==> src/hdl/cfp_pkg.sv <==
`timescale 1ns / 1ps
// ----------------------------------------------------------------------------
// cfp_pkg
// Shared types and constants of the checksummed frame parser.
// ----------------------------------------------------------------------------
package cfp_pkg;

    localparam int BYTE_W   = 8;
    localparam int LEN_W    = 6;
    localparam int CHAN_W   = 3;
    localparam int WORD_W   = 32;
    localparam int WHOLE_W  = 16;
    localparam int CFG_IDX_W  = 2;
    localparam int CFG_DATA_W = 8;

    // register indexes of the configuration port
    localparam logic [CFG_IDX_W-1:0] CFG_HEADER  = 2'd0;
    localparam logic [CFG_IDX_W-1:0] CFG_TRAILER = 2'd1;
    localparam logic [CFG_IDX_W-1:0] CFG_MAX_LEN = 2'd2;

    localparam logic [BYTE_W-1:0] HEADER_RST  = 8'hA5;
    localparam logic [BYTE_W-1:0] TRAILER_RST = 8'h5A;
    localparam logic [LEN_W-1:0]  MAX_LEN_RST = 6'd49;

    // parser phase
    typedef enum logic [4:0] {
        PH_HUNT = 5'b00001,
        PH_LEN  = 5'b00010,
        PH_DATA = 5'b00100,
        PH_SUM  = 5'b01000,
        PH_TAIL = 5'b10000
    } phase_t;

    // word sequencer state
    typedef enum logic [3:0] {
        ST_IDLE = 4'b0001,
        ST_RD   = 4'b0010,
        ST_LD   = 4'b0100,
        ST_CV   = 4'b1000
    } seq_state_t;

endpackage

==> src/hdl/cfp_channels.sv <==
`timescale 1ns / 1ps
// ----------------------------------------------------------------------------
// cfp_channels
// Valid/ready stream interfaces for received bytes and decoded words.
// ----------------------------------------------------------------------------
interface cfp_byte_if;
    logic       valid;
    logic       ready;
    logic [7:0] rx_byte;

    modport source (output valid, output rx_byte, input ready);
    modport sink   (input valid, input rx_byte, output ready);
endinterface

interface cfp_result_if;
    logic        valid;
    logic        ready;
    logic [2:0]  channel;
    logic [31:0] raw_word;
    logic [15:0] whole_value;
    logic        last;

    modport source (output valid, output channel, output raw_word, output whole_value,
                    output last, input ready);
    modport sink   (input valid, input channel, input raw_word, input whole_value,
                    input last, output ready);
endinterface

==> src/hdl/checksummed_frame_parser_top.sv <==
`timescale 1ns / 1ps
// ----------------------------------------------------------------------------
// checksummed_frame_parser_top
// Header/length/checksum/trailer frame parser with binary32 word decode.
// ----------------------------------------------------------------------------
// Frame bytes are taken one per clock cycle while the word sequencer is idle.
// After a good trailer the input is held off while WORD_COUNT words are
// decoded: each word takes four byte reads through the store's single read
// port, each a read step plus a load step, and then one conversion step in
// the shared shift unit; the conversion step waits while the result side
// stalls. The last result may still be waiting in the output register while
// the next frame's bytes are taken. The payload store reads as zero after
// reset through per-entry valid bits; there is no clearing pass.
// ----------------------------------------------------------------------------
module checksummed_frame_parser_top
    import cfp_pkg::*;
#(
    parameter int PAYLOAD_DEPTH = 64,
    parameter int WORD_COUNT    = 8
) (
    input  logic                  clk,
    input  logic                  rst_n,
    input  logic                  cfg_we,
    input  logic [CFG_IDX_W-1:0]  cfg_index,
    input  logic [CFG_DATA_W-1:0] cfg_data,
    cfp_byte_if.sink              rx,
    cfp_result_if.source          result
);

    localparam int AW = $clog2(PAYLOAD_DEPTH);

    logic          frame_start;
    logic          seq_busy;
    logic          st_we;
    logic [AW-1:0] st_waddr;
    logic [7:0]    st_wdata;
    logic          st_re;
    logic [AW-1:0] st_raddr;
    logic [7:0]    st_rdata;

    cfp_rx_fsm #(
        .PAYLOAD_DEPTH (PAYLOAD_DEPTH)
    ) u_rx_fsm (
        .clk       (clk),
        .rst_n     (rst_n),
        .cfg_we    (cfg_we),
        .cfg_index (cfg_index),
        .cfg_data  (cfg_data),
        .rx        (rx),
        .busy      (seq_busy),
        .start     (frame_start),
        .st_we     (st_we),
        .st_waddr  (st_waddr),
        .st_wdata  (st_wdata)
    );

    cfp_store #(
        .PAYLOAD_DEPTH (PAYLOAD_DEPTH)
    ) u_store (
        .clk   (clk),
        .rst_n (rst_n),
        .we    (st_we),
        .waddr (st_waddr),
        .wdata (st_wdata),
        .re    (st_re),
        .raddr (st_raddr),
        .rdata (st_rdata)
    );

    cfp_word_seq #(
        .PAYLOAD_DEPTH (PAYLOAD_DEPTH),
        .WORD_COUNT    (WORD_COUNT)
    ) u_word_seq (
        .clk      (clk),
        .rst_n    (rst_n),
        .start    (frame_start),
        .busy     (seq_busy),
        .st_re    (st_re),
        .st_raddr (st_raddr),
        .st_rdata (st_rdata),
        .result   (result)
    );

endmodule

==> src/hdl/cfp_ram.sv <==
`timescale 1ns / 1ps
// ----------------------------------------------------------------------------
// cfp_ram
// Generic single write, single read RAM with registered read data.
// ----------------------------------------------------------------------------
module cfp_ram #(
    parameter int WIDTH = 8,
    parameter int DEPTH = 64
) (
    input  logic                     clk,
    input  logic                     we,
    input  logic [$clog2(DEPTH)-1:0] waddr,
    input  logic [WIDTH-1:0]         wdata,
    input  logic                     re,
    input  logic [$clog2(DEPTH)-1:0] raddr,
    output logic [WIDTH-1:0]         rdata
);

    logic [WIDTH-1:0] mem [DEPTH];
    logic [WIDTH-1:0] rdata_reg;

    always_ff @(posedge clk)
    begin
        if (we)
        begin
            mem[waddr] <= wdata;
        end
        if (re)
        begin
            rdata_reg <= mem[raddr];
        end
    end

    assign rdata = rdata_reg;

endmodule

==> src/hdl/cfp_store.sv <==
`timescale 1ns / 1ps
// ----------------------------------------------------------------------------
// cfp_store
// Payload byte store: RAM plus per-entry valid bits so unwritten bytes read 0.
// ----------------------------------------------------------------------------
module cfp_store #(
    parameter int PAYLOAD_DEPTH = 64
) (
    input  logic                             clk,
    input  logic                             rst_n,
    input  logic                             we,
    input  logic [$clog2(PAYLOAD_DEPTH)-1:0] waddr,
    input  logic [7:0]                       wdata,
    input  logic                             re,
    input  logic [$clog2(PAYLOAD_DEPTH)-1:0] raddr,
    output logic [7:0]                       rdata
);

    logic [PAYLOAD_DEPTH-1:0] valid_reg;
    logic                     hit_reg;
    logic [7:0]               ram_q;

    cfp_ram #(
        .WIDTH (8),
        .DEPTH (PAYLOAD_DEPTH)
    ) u_ram (
        .clk   (clk),
        .we    (we),
        .waddr (waddr),
        .wdata (wdata),
        .re    (re),
        .raddr (raddr),
        .rdata (ram_q)
    );

    always_ff @(posedge clk or negedge rst_n)
    begin
        if (!rst_n)
        begin
            valid_reg <= '0;
            hit_reg   <= 1'b0;
        end
        else
        begin
            if (we)
            begin
                valid_reg[waddr] <= 1'b1;
            end
            if (re)
            begin
                hit_reg <= valid_reg[raddr];
            end
        end
    end

    assign rdata = hit_reg ? ram_q : 8'h00;

endmodule

==> src/hdl/cfp_rx_fsm.sv <==
`timescale 1ns / 1ps
// ----------------------------------------------------------------------------
// cfp_rx_fsm
// Byte-level frame parser: header, length, payload, checksum, trailer.
// ----------------------------------------------------------------------------
module cfp_rx_fsm
    import cfp_pkg::*;
#(
    parameter int PAYLOAD_DEPTH = 64
) (
    input  logic                             clk,
    input  logic                             rst_n,
    input  logic                             cfg_we,
    input  logic [CFG_IDX_W-1:0]             cfg_index,
    input  logic [CFG_DATA_W-1:0]            cfg_data,
    cfp_byte_if.sink                         rx,
    input  logic                             busy,
    output logic                             start,
    output logic                             st_we,
    output logic [$clog2(PAYLOAD_DEPTH)-1:0] st_waddr,
    output logic [7:0]                       st_wdata
);

    localparam int AW = $clog2(PAYLOAD_DEPTH);

    phase_t            phase_reg, phase_next;
    logic [LEN_W-1:0]  bytes_left_reg, bytes_left_next;
    logic [LEN_W-1:0]  wr_idx_reg, wr_idx_next;
    logic [BYTE_W-1:0] sum_reg, sum_next;
    logic [BYTE_W-1:0] rcv_sum_reg, rcv_sum_next;
    logic [BYTE_W-1:0] header_reg;
    logic [BYTE_W-1:0] trailer_reg;
    logic [LEN_W-1:0]  max_len_reg;
    logic              accept;
    logic [8:0]        wr_idx_ext;
    logic [8:0]        wr_idx_mod;

    assign rx.ready = !busy;
    assign accept   = rx.valid && !busy;

    // write position wraps by one subtraction of the store depth (index is below 64)
    assign wr_idx_ext = {3'b000, wr_idx_reg};
    assign wr_idx_mod = (wr_idx_ext >= 9'(PAYLOAD_DEPTH)) ? wr_idx_ext - 9'(PAYLOAD_DEPTH)
                                                          : wr_idx_ext;
    assign st_waddr   = AW'(wr_idx_mod);
    assign st_wdata   = rx.rx_byte;

    always_comb
    begin
        phase_next      = phase_reg;
        bytes_left_next = bytes_left_reg;
        wr_idx_next     = wr_idx_reg;
        sum_next        = sum_reg;
        rcv_sum_next    = rcv_sum_reg;
        st_we           = 1'b0;
        start           = 1'b0;
        if (accept)
        begin
            case (phase_reg)
                PH_HUNT:
                begin
                    if (rx.rx_byte == header_reg)
                    begin
                        phase_next = PH_LEN;
                    end
                end
                PH_LEN:
                begin
                    if (rx.rx_byte <= {2'b00, max_len_reg})
                    begin
                        phase_next      = PH_DATA;
                        bytes_left_next = rx.rx_byte[LEN_W-1:0];
                        wr_idx_next     = '0;
                        sum_next        = rx.rx_byte;
                    end
                    else
                    begin
                        phase_next = PH_HUNT;
                    end
                end
                PH_DATA:
                begin
                    if (bytes_left_reg != '0)
                    begin
                        st_we           = 1'b1;
                        wr_idx_next     = wr_idx_reg + LEN_W'(1);
                        sum_next        = sum_reg + rx.rx_byte;
                        bytes_left_next = bytes_left_reg - LEN_W'(1);
                        if (bytes_left_reg == 6'd1)
                        begin
                            phase_next = PH_SUM;
                        end
                    end
                    else
                    begin
                        phase_next = PH_HUNT;
                    end
                end
                PH_SUM:
                begin
                    rcv_sum_next = rx.rx_byte;
                    phase_next   = PH_TAIL;
                end
                PH_TAIL:
                begin
                    phase_next = PH_HUNT;
                    if (rx.rx_byte == trailer_reg && sum_reg == rcv_sum_reg)
                    begin
                        start = 1'b1;
                    end
                end
                default:
                begin
                    phase_next = PH_HUNT;
                end
            endcase
        end
    end

    always_ff @(posedge clk or negedge rst_n)
    begin
        if (!rst_n)
        begin
            phase_reg      <= PH_HUNT;
            bytes_left_reg <= '0;
            wr_idx_reg     <= '0;
            sum_reg        <= '0;
            rcv_sum_reg    <= '0;
        end
        else
        begin
            phase_reg      <= phase_next;
            bytes_left_reg <= bytes_left_next;
            wr_idx_reg     <= wr_idx_next;
            sum_reg        <= sum_next;
            rcv_sum_reg    <= rcv_sum_next;
        end
    end

    always_ff @(posedge clk or negedge rst_n)
    begin
        if (!rst_n)
        begin
            header_reg  <= HEADER_RST;
            trailer_reg <= TRAILER_RST;
            max_len_reg <= MAX_LEN_RST;
        end
        else if (cfg_we)
        begin
            case (cfg_index)
                CFG_HEADER:  header_reg  <= cfg_data;
                CFG_TRAILER: trailer_reg <= cfg_data;
                CFG_MAX_LEN: max_len_reg <= cfg_data[LEN_W-1:0];
                default:     ;
            endcase
        end
    end

    // a frame only completes from the trailer phase with a matching checksum
    a_start_from_tail: assert property (@(posedge clk) disable iff (!rst_n)
        start |-> (phase_reg == PH_TAIL && sum_reg == rcv_sum_reg))
        else $error("frame start outside trailer phase");

    a_write_in_data: assert property (@(posedge clk) disable iff (!rst_n)
        st_we |=> (phase_reg == PH_DATA || phase_reg == PH_SUM))
        else $error("payload write outside data phase");

endmodule

==> src/hdl/cfp_word_seq.sv <==
`timescale 1ns / 1ps
// ----------------------------------------------------------------------------
// cfp_word_seq
// Word sequencer: reads the store a byte at a time, assembles each 32-bit
// word and converts it to a truncated integer in a shared shift unit.
// ----------------------------------------------------------------------------
module cfp_word_seq
    import cfp_pkg::*;
#(
    parameter int PAYLOAD_DEPTH = 64,
    parameter int WORD_COUNT    = 8
) (
    input  logic                             clk,
    input  logic                             rst_n,
    input  logic                             start,
    output logic                             busy,
    output logic                             st_re,
    output logic [$clog2(PAYLOAD_DEPTH)-1:0] st_raddr,
    input  logic [7:0]                       st_rdata,
    cfp_result_if.source                     result
);

    localparam int AW = $clog2(PAYLOAD_DEPTH);

    seq_state_t          state_reg, state_next;
    logic [CHAN_W-1:0]   word_reg, word_next;
    logic [1:0]          byte_reg, byte_next;
    logic [WORD_W-1:0]   asm_reg, asm_next;
    logic                out_valid_reg, out_valid_next;
    logic [CHAN_W-1:0]   out_chan_reg;
    logic [WORD_W-1:0]   out_raw_reg;
    logic [WHOLE_W-1:0]  out_whole_reg;
    logic                out_last_reg;
    logic                load;
    logic                is_last;
    logic [WHOLE_W-1:0]  whole;

    // binary32 to int32 toward zero, saturating, NaN to 0; low 16 bits only
    function automatic logic [WHOLE_W-1:0] trunc_low16(input logic [WORD_W-1:0] w);
        logic [7:0]         ex;
        logic [22:0]        man;
        logic [WORD_W-1:0]  mag;
        logic [WHOLE_W-1:0] r;
        ex  = w[30:23];
        man = w[22:0];
        mag = '0;
        if (ex == 8'hFF && man != '0)
        begin
            r = '0;
        end
        else if (ex < 8'd127)
        begin
            r = '0;
        end
        else if (ex >= 8'd158)
        begin
            r = w[31] ? 16'h0000 : 16'hFFFF;
        end
        else
        begin
            if (ex >= 8'd150)
            begin
                mag = {8'h00, 1'b1, man} << (ex - 8'd150);
            end
            else
            begin
                mag = {8'h00, 1'b1, man} >> (8'd150 - ex);
            end
            r = w[31] ? 16'(16'h0000 - mag[15:0]) : mag[15:0];
        end
        return r;
    endfunction

    assign is_last  = (word_reg == CHAN_W'(WORD_COUNT - 1));
    assign whole    = trunc_low16(asm_reg);
    assign st_raddr = AW'({word_reg, byte_reg});

    always_comb
    begin
        state_next = state_reg;
        word_next  = word_reg;
        byte_next  = byte_reg;
        asm_next   = asm_reg;
        st_re      = 1'b0;
        load       = 1'b0;
        case (state_reg)
            ST_IDLE:
            begin
                if (start)
                begin
                    word_next  = '0;
                    byte_next  = '0;
                    state_next = ST_RD;
                end
            end
            ST_RD:
            begin
                st_re      = 1'b1;
                state_next = ST_LD;
            end
            ST_LD:
            begin
                asm_next = {st_rdata, asm_reg[WORD_W-1:8]};
                if (byte_reg == 2'd3)
                begin
                    byte_next  = '0;
                    state_next = ST_CV;
                end
                else
                begin
                    byte_next  = byte_reg + 2'd1;
                    state_next = ST_RD;
                end
            end
            ST_CV:
            begin
                if (!out_valid_reg || result.ready)
                begin
                    load = 1'b1;
                    if (is_last)
                    begin
                        state_next = ST_IDLE;
                    end
                    else
                    begin
                        word_next  = word_reg + CHAN_W'(1);
                        state_next = ST_RD;
                    end
                end
            end
            default:
            begin
                state_next = ST_IDLE;
            end
        endcase
    end

    always_comb
    begin
        out_valid_next = out_valid_reg;
        if (out_valid_reg && result.ready)
        begin
            out_valid_next = 1'b0;
        end
        if (load)
        begin
            out_valid_next = 1'b1;
        end
    end

    always_ff @(posedge clk or negedge rst_n)
    begin
        if (!rst_n)
        begin
            state_reg     <= ST_IDLE;
            word_reg      <= '0;
            byte_reg      <= '0;
            out_valid_reg <= 1'b0;
        end
        else
        begin
            state_reg     <= state_next;
            word_reg      <= word_next;
            byte_reg      <= byte_next;
            out_valid_reg <= out_valid_next;
        end
    end

    always_ff @(posedge clk)
    begin
        asm_reg <= asm_next;
        if (load)
        begin
            out_chan_reg  <= word_reg;
            out_raw_reg   <= asm_reg;
            out_whole_reg <= whole;
            out_last_reg  <= is_last;
        end
    end

    assign busy               = (state_reg != ST_IDLE);
    assign result.valid       = out_valid_reg;
    assign result.channel     = out_chan_reg;
    assign result.raw_word    = out_raw_reg;
    assign result.whole_value = out_whole_reg;
    assign result.last        = out_last_reg;

    a_start_when_idle: assert property (@(posedge clk) disable iff (!rst_n)
        start |-> (state_reg == ST_IDLE))
        else $error("frame start while sequencer busy");

    a_cv_holds_on_stall: assert property (@(posedge clk) disable iff (!rst_n)
        (state_reg == ST_CV && out_valid_reg && !result.ready) |=> (state_reg == ST_CV))
        else $error("conversion left while output register full");

    a_valid_after_cv: assert property (@(posedge clk) disable iff (!rst_n)
        $rose(out_valid_reg) |-> $past(state_reg == ST_CV))
        else $error("result raised outside conversion step");

endmodule
==> src/flat_wrapper.sv <==
// flat-port wrapper written by rule: the top's interface ports become plain ports
module checksummed_frame_parser_top_flat import cfp_pkg::*;
#(
    parameter int PAYLOAD_DEPTH = 64,
    parameter int WORD_COUNT    = 8
)
  (clk, rst_n, cfg_we, cfg_index, cfg_data, rx_valid, rx_rx_byte, rx_ready, result_valid, result_channel, result_raw_word, result_whole_value, result_last, result_ready);
  cfp_byte_if rx_i ();
  cfp_result_if result_i ();
  input  logic clk;
  input  logic rst_n;
  input  logic cfg_we;
  input  logic [CFG_IDX_W-1:0] cfg_index;
  input  logic [CFG_DATA_W-1:0] cfg_data;
  input wire logic [$bits(rx_i.valid)-1:0] rx_valid;
  input wire logic [$bits(rx_i.rx_byte)-1:0] rx_rx_byte;
  output wire logic [$bits(rx_i.ready)-1:0] rx_ready;
  output wire logic [$bits(result_i.valid)-1:0] result_valid;
  output wire logic [$bits(result_i.channel)-1:0] result_channel;
  output wire logic [$bits(result_i.raw_word)-1:0] result_raw_word;
  output wire logic [$bits(result_i.whole_value)-1:0] result_whole_value;
  output wire logic [$bits(result_i.last)-1:0] result_last;
  input wire logic [$bits(result_i.ready)-1:0] result_ready;
  assign rx_i.valid = rx_valid;
  assign rx_i.rx_byte = rx_rx_byte;
  assign rx_ready = rx_i.ready;
  assign result_valid = result_i.valid;
  assign result_channel = result_i.channel;
  assign result_raw_word = result_i.raw_word;
  assign result_whole_value = result_i.whole_value;
  assign result_last = result_i.last;
  assign result_i.ready = result_ready;
  checksummed_frame_parser_top #(.PAYLOAD_DEPTH(PAYLOAD_DEPTH), .WORD_COUNT(WORD_COUNT)) u_core (.clk(clk), .rst_n(rst_n), .cfg_we(cfg_we), .cfg_index(cfg_index), .cfg_data(cfg_data), .rx(rx_i), .result(result_i));
endmodule
==> config.mk <==
export PLATFORM = sky130hd
export DESIGN_NAME = checksummed_frame_parser_top_flat
export DESIGN_NICKNAME = d
export VERILOG_FILES = /design/src/hdl/cfp_pkg.sv /design/src/hdl/cfp_channels.sv /design/src/hdl/checksummed_frame_parser_top.sv /design/src/hdl/cfp_ram.sv /design/src/hdl/cfp_store.sv /design/src/hdl/cfp_rx_fsm.sv /design/src/hdl/cfp_word_seq.sv /design/src/flat_wrapper.sv
export SDC_FILE = /design/constraint.sdc
export NUM_CORES = 1
export LEC_CHECK = 0
export BUFFER_PORTS_ARGS = -buffer_cell sky130_fd_sc_hd__buf_2
export CORE_ASPECT_RATIO = 0.6
export CORE_MARGIN = 2
export CORE_UTILIZATION = 50
export DETAILED_ROUTE_END_ITERATION = 16
export PLACE_DENSITY_LB_ADDON = 0.2
export REMOVE_ABC_BUFFERS = 1
export SYNTH_ARGS = -nofsm -noshare
export SYNTH_HDL_FRONTEND = slang
export SYNTH_SLANG_ARGS = --single-unit
==> constraint.sdc <==
create_clock -name clk -period 4.55 [get_ports clk]
set_input_delay 0.2275 -clock clk [delete_from_list [all_inputs] [get_ports clk]]
set_output_delay 0.2275 -clock clk [all_outputs]
set_load 0.02 [all_outputs]
-- Word-level counts from Yosys, hierarchy flattened
Memories as Yosys holds them, arrays and structs flattened. A register that Yosys moved wholly into a read port is not among the register bits.
Cells that the tools add are included.
- bitwise logic cells: 1
- muxes and demuxes: 51
- $add $sub $neg: 9
- reductions and logical operators: 25
- shift operators: 2
- eq/ne operators: 26
- $lt $le $gt $ge: 8
- operator list (cell ; number):
    16-bit 2-to-1 mux ; 7
    64-bit bitwise OR ; 1
    6-bit 2-to-1 mux ; 5
    8-bit == test ; 3
    6-bit case mux with 2 select lines ; 2
    24-bit by 8-bit << shifter with 16-bit output ; 1
    24-bit by 8-bit >> shifter with 16-bit output ; 1
    23-bit nonzero test ; 1
    5-bit case mux with 4 select lines ; 1
    8-bit >= comparator, second input constant ; 2
    8-bit 2-to-1 mux ; 2
    4-bit case mux with 4 select lines ; 1
    8-bit case mux with 2 select lines ; 1
    1-bit by 16-bit subtractor with 16-bit output, first input constant ; 1
    1-bit 2-to-1 mux ; 15
    5-bit 2-to-1 mux ; 3
    3-bit 2-to-1 mux ; 4
    4-bit 2-to-1 mux ; 3
    2-bit AND reduction ; 6
    6-bit by 1-bit subtractor with 6-bit output, second input constant ; 2
    2-bit inequality test, second input constant ; 5
    8-bit adder ; 1
    8-bit == test, second input constant ; 1
    8-bit by 6-bit less-or-equal comparator with 1-bit output ; 1
    other kinds (40) ; 52
- RAM bits: 512
- output and inout port bits: 54
- logic and storage cells: 143
- memories kept: 1
- flip-flop bits (word level): 214
- memories (name ; depth ; bits a word ; rd ports ; clocked after Yosys merged registers in ; wr ports ; RTL line ; RTL):
    u_core.u_store.u_ram.mem ; 64 ; 8 ; 1 ; 1 ; 1 ; cfp_ram.sv:19 ; logic [WIDTH-1:0] mem [DEPTH];

-- Longest topological paths before layout
- depth after elaboration: 9
- mapped depth: 22

-- By module
From an unflattened synthesis, not the netlist that was laid out.
- cell total of the unflattened synthesis: 2085
- area total of the unflattened synthesis: 33006.7 µm²
- modules (own cells, without submodules) (module ; times used ; area an instance (µm²) ; cells an instance ; sequential area each (µm²)):
    cfp_ram ; 1 ; 20246.9 ; 940 ; 15615.0
    cfp_word_seq ; 1 ; 6423.7 ; 575 ; 2773.9
    cfp_rx_fsm ; 1 ; 3303.2 ; 325 ; 1391.3
    cfp_store ; 1 ; 3032.9 ; 245 ; 1626.6

-- Worst setup path before layout
No wires, ideal clock.
- path kind: register to register
- start: register u_core.u_word_seq.asm_reg[23]
- end: register u_core.u_word_seq.out_whole_reg[6], in the netlist u_core.u_word_seq.result.whole_value[6] (data pin)
- cell stages (with the launch flop): 20
- setup slack: 232 ps
- path buffers: 5
- arrival time: 4167 ps
- cell sequence: edfxtp_1 -> buf_6 -> inv_2 -> buf_4 -> buf_2 -> ha_1 -> buf_6 -> buf_8 -> mux2_4 -> nor2_1 -> or2_2 -> mux4_2 -> o221ai_1 -> nand2_1 -> ha_1 -> nor2b_1 -> o21ai_1 -> nor4_2 -> or4_1 -> a31oi_1
- cells in the longest elaborated chain, start to end: 9
- elaborated cells between the ends (all ways): 17
- RTL lines (what ; RTL line ; RTL):
    from (decl) ; cfp_word_seq.sv:28 ; logic [WORD_W-1:0] asm_reg, asm_next;
    from (signal assigned) ; cfp_word_seq.sv:171 ; asm_reg <= asm_next;
    8-bit subtractor (on tied branches) ; cfp_word_seq.sv:67, cfp_word_seq.sv:63 ;
    24-bit by 8-bit >> shifter with 16-bit output or 24-bit by 8-bit << shifter with 16-bit output (tied branches) ; cfp_word_seq.sv:67, cfp_word_seq.sv:63 ;
    16-bit 2-to-1 mux ; cfp_word_seq.sv:61 ; if (ex >= 8'd150)
    16-bit 2-to-1 mux ; cfp_word_seq.sv:55 ; else if (ex >= 8'd158)
    16-bit 2-to-1 mux ; cfp_word_seq.sv:51 ; else if (ex < 8'd127)
    16-bit 2-to-1 mux ; cfp_word_seq.sv:47 ; if (ex == 8'hFF && man != '0)
    1-bit by 16-bit subtractor with 16-bit output ; cfp_word_seq.sv:69 ; r = w[31] ? 16'(16'h0000 - mag[15:0]) : mag[15:0];
    16-bit 2-to-1 mux ; cfp_word_seq.sv:69 ;
    16-bit 2-to-1 mux ; cfp_word_seq.sv:55 ;
    to (signal assigned) ; cfp_word_seq.sv:176 ; out_whole_reg <= whole;
    to (decl) ; cfp_word_seq.sv:32 ; logic [WHOLE_W-1:0] out_whole_reg;
Parallel ways exist; a longest one is shown, timed or not. The select of a mux whose other input is x is not followed.
A chain may end at the register's enable or synchronous reset.

-- Final worst setup path
- start: register u_core.u_word_seq.asm_reg[23]
- end: register u_core.u_word_seq.out_whole_reg[11], in the netlist u_core.u_word_seq.result.whole_value[11] (data pin)
The elaborated chain is that of the path after synthesis.

==> out/metrics.yaml <==
die:
  die_h_um: 164
  die_area_um2: 44500
  die_x_um: 271
  start_util: 0.509
  num_rows: 58
  fp.coreArea_um2: 42000
  io-pin-count: 77
setup_path:
  slowest_delay_ps: 510
  cp_num_cells: 11
  rrSetupSlack_ps: 200
  critPathRequiredTime_ps: 4830
  r2r_cells: 11
  crit_chain: "inv_2, ha_1, buf_4, mux2_2, mux2_2, mux4_2, o221ai_1, nand3_2, or3_1, a222oi_1, o211ai_1"
  cp-endpoint: "u_core.u_word_seq.result.whole_value[11]"
  slowest_stage: "mux4_2"
  crit_top_cell: "mux2_2"
  worst-path-buf-inv: 2
  crit_family: "multiplexers"
  reg2reg_to: "u_core.u_word_seq.result.whole_value[11]"
  reg2reg_from: "u_core.u_word_seq.asm_reg[23]"
  worstSetupStartpointType: "register"
  path_class: "register to register"
  worstPathMaxFanout: 11
  arrival_ps: 4630
  startpoint: "u_core.u_word_seq.asm_reg[23]"
  cp-end-kind: "register"
cts:
  path_clk_slew_ps: 70
  cts_buffer_depth: 3
  cts_made_buffers: 42
  clk-insertion-delay-late_ps: 560
  cts_tree: "yes"
  cts.sink_count: 446
  postCtsSetupRepairBufs: 0
  cts-htree-levels: 2
  cts_root_buf: "clkbuf_16"
pwr:
  total_power_mw: 10.7
  cellPowerDensity_nw_per_um2: 442
  p_sw_mw: 3.02
  clockPowerShare: 0.331
  ir_drop_mv: 0.227
  switching_share: 0.282
  power.share.sequential: 0.461
  pwr-share-comb: 0.208
  p_leak_nw: 8.78
  p_int_mw: 7.70
layout:
  final_util: 0.578
  final_cell_mix: "348 x edfxtp_1, 114 x nor2_1, 112 x mux4_2, 86 x buf_4, 83 x dfrtp_1"
  fin_area_um2: 24300
  syn_to_final_growth_pct: 13.6
  largest-register: "u_core.u_store.u_ram.mem"
  drive_gt1_frac: 0.287
  nets: 1665
  largest_register_ffs: 256
  diodes: 0
  mostFrequentLayoutCell: "edfxtp_1"
routing:
  ant_nets: 0
  drt-pass1-iter-count: 8
  drtIter0Drc: 2037
  wl_per_cell_um: 26.2
  drc_errors: 0
  num_vias: 14000
  drt-total-wl_um: 58200
  vias_per_cell: 6.29
timing:
  fin_crit_ps: 4350
  finalCritPeriodShare: 0.957
  worst_pin_slew_ps: 1310
  rsz0062_at_grt: "no"
  fin_skew_ps: 15.6
  fmax_mhz: 230
  max_slew_margin: 0.126
  maxSlewViolCount: 0
  setup_violations: 0
  hold_viol: 0
logic_synthesis:
  synth_top_flop_cell: "edfxtp_1"
  ys_async_sr_fraction: 0.220
  synth.avg_cell_area_um2: 14.4
  ys_ff_latch: 446
  yosys_warnings: 0
  syn_inst: 1481
  synth_edf_count: 348
  syn_area_um2: 21400
  ys_seq_area_frac: 0.605
  ys_types: 93
run_status:
  status: "finished, final reports clean"
global_routing:
  antenna_found_initial: 3
  grt_max_degree: 65
  grt_pass1_wl_um: 86500
  grt_use_total: 0.266
  first_global_vias: 13000
  grt-ovfl-total: 0
placed_design:
  globalplace.congestion: 1.02
  portBuffers: 76
  dp_hpwl_um: 41200
  place_area_um2: 22800
job:
  drv_cap: 0
hold_path:
  hp-class: "input port to register"
## tightest hold or removal path, stage by stage
cell	delay [ps]
buf_2	160
inv_1	120
o21ai_0	90
## worst min path at each step
stage,startpoint,to,cells after the start
after CTS,rx_rx_byte[3],u_core.u_store.u_ram.mem[0][3],1
after detailed placement,rst_n,u_core.u_rx_fsm.sum_reg[1],1
after global placement,rst_n,u_core.u_rx_fsm.sum_reg[1],1
final,rx_rx_byte[1],u_core.u_rx_fsm.rcv_sum_reg[1],3
after floorplan,rst_n,u_core.u_rx_fsm.bytes_left_reg[0],0
after global routing,rx_rx_byte[3],u_core.u_store.u_ram.mem[0][3],1
## cell families (layout without fill, tap and decap cells)
kind of cell    count (synthesis)  after routing  share of synthesized area
flops                         446            446                      0.605
simple gates                  411            411                     0.0972
compound gates                245            245                     0.0774
mux                           204            204                      0.166
buf+inv                       110            280                     0.0233
xor+xnor                       40             40                     0.0167
fa+ha+maj                      25             25                     0.0150
## area by class of cell
class	count	area, µm²
fill	3276	17700
sequential	446	12900
multi-input combinational	925	7990
clock buffer	60	1170
timing repair buffer	173	1160
tap	570	713
clock inverter	18	210
inverter	29	109
## synth_stat cells, types with 6 or more instances
master | n | area (µm²)
a21o_1 | 7 | 52.6
nand2b_1 | 11 | 68.8
mux2_2 | 57 | 642
nand4_1 | 12 | 75.1
xnor2_1 | 27 | 236
nand3_1 | 28 | 140
mux2i_1 | 27 | 270
o31ai_1 | 6 | 45.0
or3_1 | 11 | 68.8
a21oi_1 | 43 | 215
dfstp_2 | 13 | 342
nor4_1 | 12 | 75.1
nand2_1 | 82 | 308
a221oi_1 | 6 | 52.6
mux4_2 | 112 | 2520
clkbuf_1 | 43 | 161
nor3_1 | 33 | 165
edfxtp_1 | 348 | 10500
nor2b_1 | 9 | 56.3
dfrtp_1 | 85 | 2130
a211oi_1 | 6 | 45.0
or2_1 | 11 | 68.8
buf_1 | 11 | 41.3
and2_1 | 14 | 87.6
xor2_1 | 12 | 105
inv_1 | 25 | 93.8
o21ai_0 | 65 | 325
o211ai_1 | 9 | 67.6
nand3b_1 | 10 | 75.1
nor2_1 | 114 | 428
o21a_1 | 12 | 90.1
a31oi_1 | 17 | 106
buf_2 | 17 | 85.1
or2_2 | 33 | 206
ha_1 | 24 | 300
## routing by layer
metal	vias up	share of wire	track usage
met5	-	0.00031	0
li1	6057	-	-
met1	7030	0.47	0.439
met3	62	0.15	0.105
met4	2	0.011	0.0402
met2	818	0.37	0.324
## power groups by stage
stage | Clock, mW | Combinational (mW) | Sequential (mW)
6_report | 3.55 | 2.23 | 4.94
5_1_grt | 3.78 | 2.40 | 4.99
4_1_cts | 3.61 | 2.20 | 4.95
3_5_place_dp | 0 | 2.18 | 5.03
3_3_place_gp | 0 | 2.15 | 5.02
2_1_floorplan | 0 | 1.48 | 5.00
## timing repair
action,CTS,global route
gates resized for setup,0,2
setup endpoints to repair,0,4
endpoints found under the hold margin,73,0
hold buffers,10,0
## stage by stage
step | hold slack [ps] | setup slack, ps | std cells | TNS, ps
3_3_place_gp | 401 | 319 | 2133 | 0
6_report | 87.6 | 196 | 2221 | 0
3_5_place_dp | 414 | 329 | 2133 | 0
2_1_floorplan | -68.1 | -1470 | 1400 | -16550
4_1_cts | 82.7 | 303 | 2221 | 0
5_1_grt | 83.9 | 44.4 | 2221 | 0
Note: power is estimated with default switching activity, not from simulation.
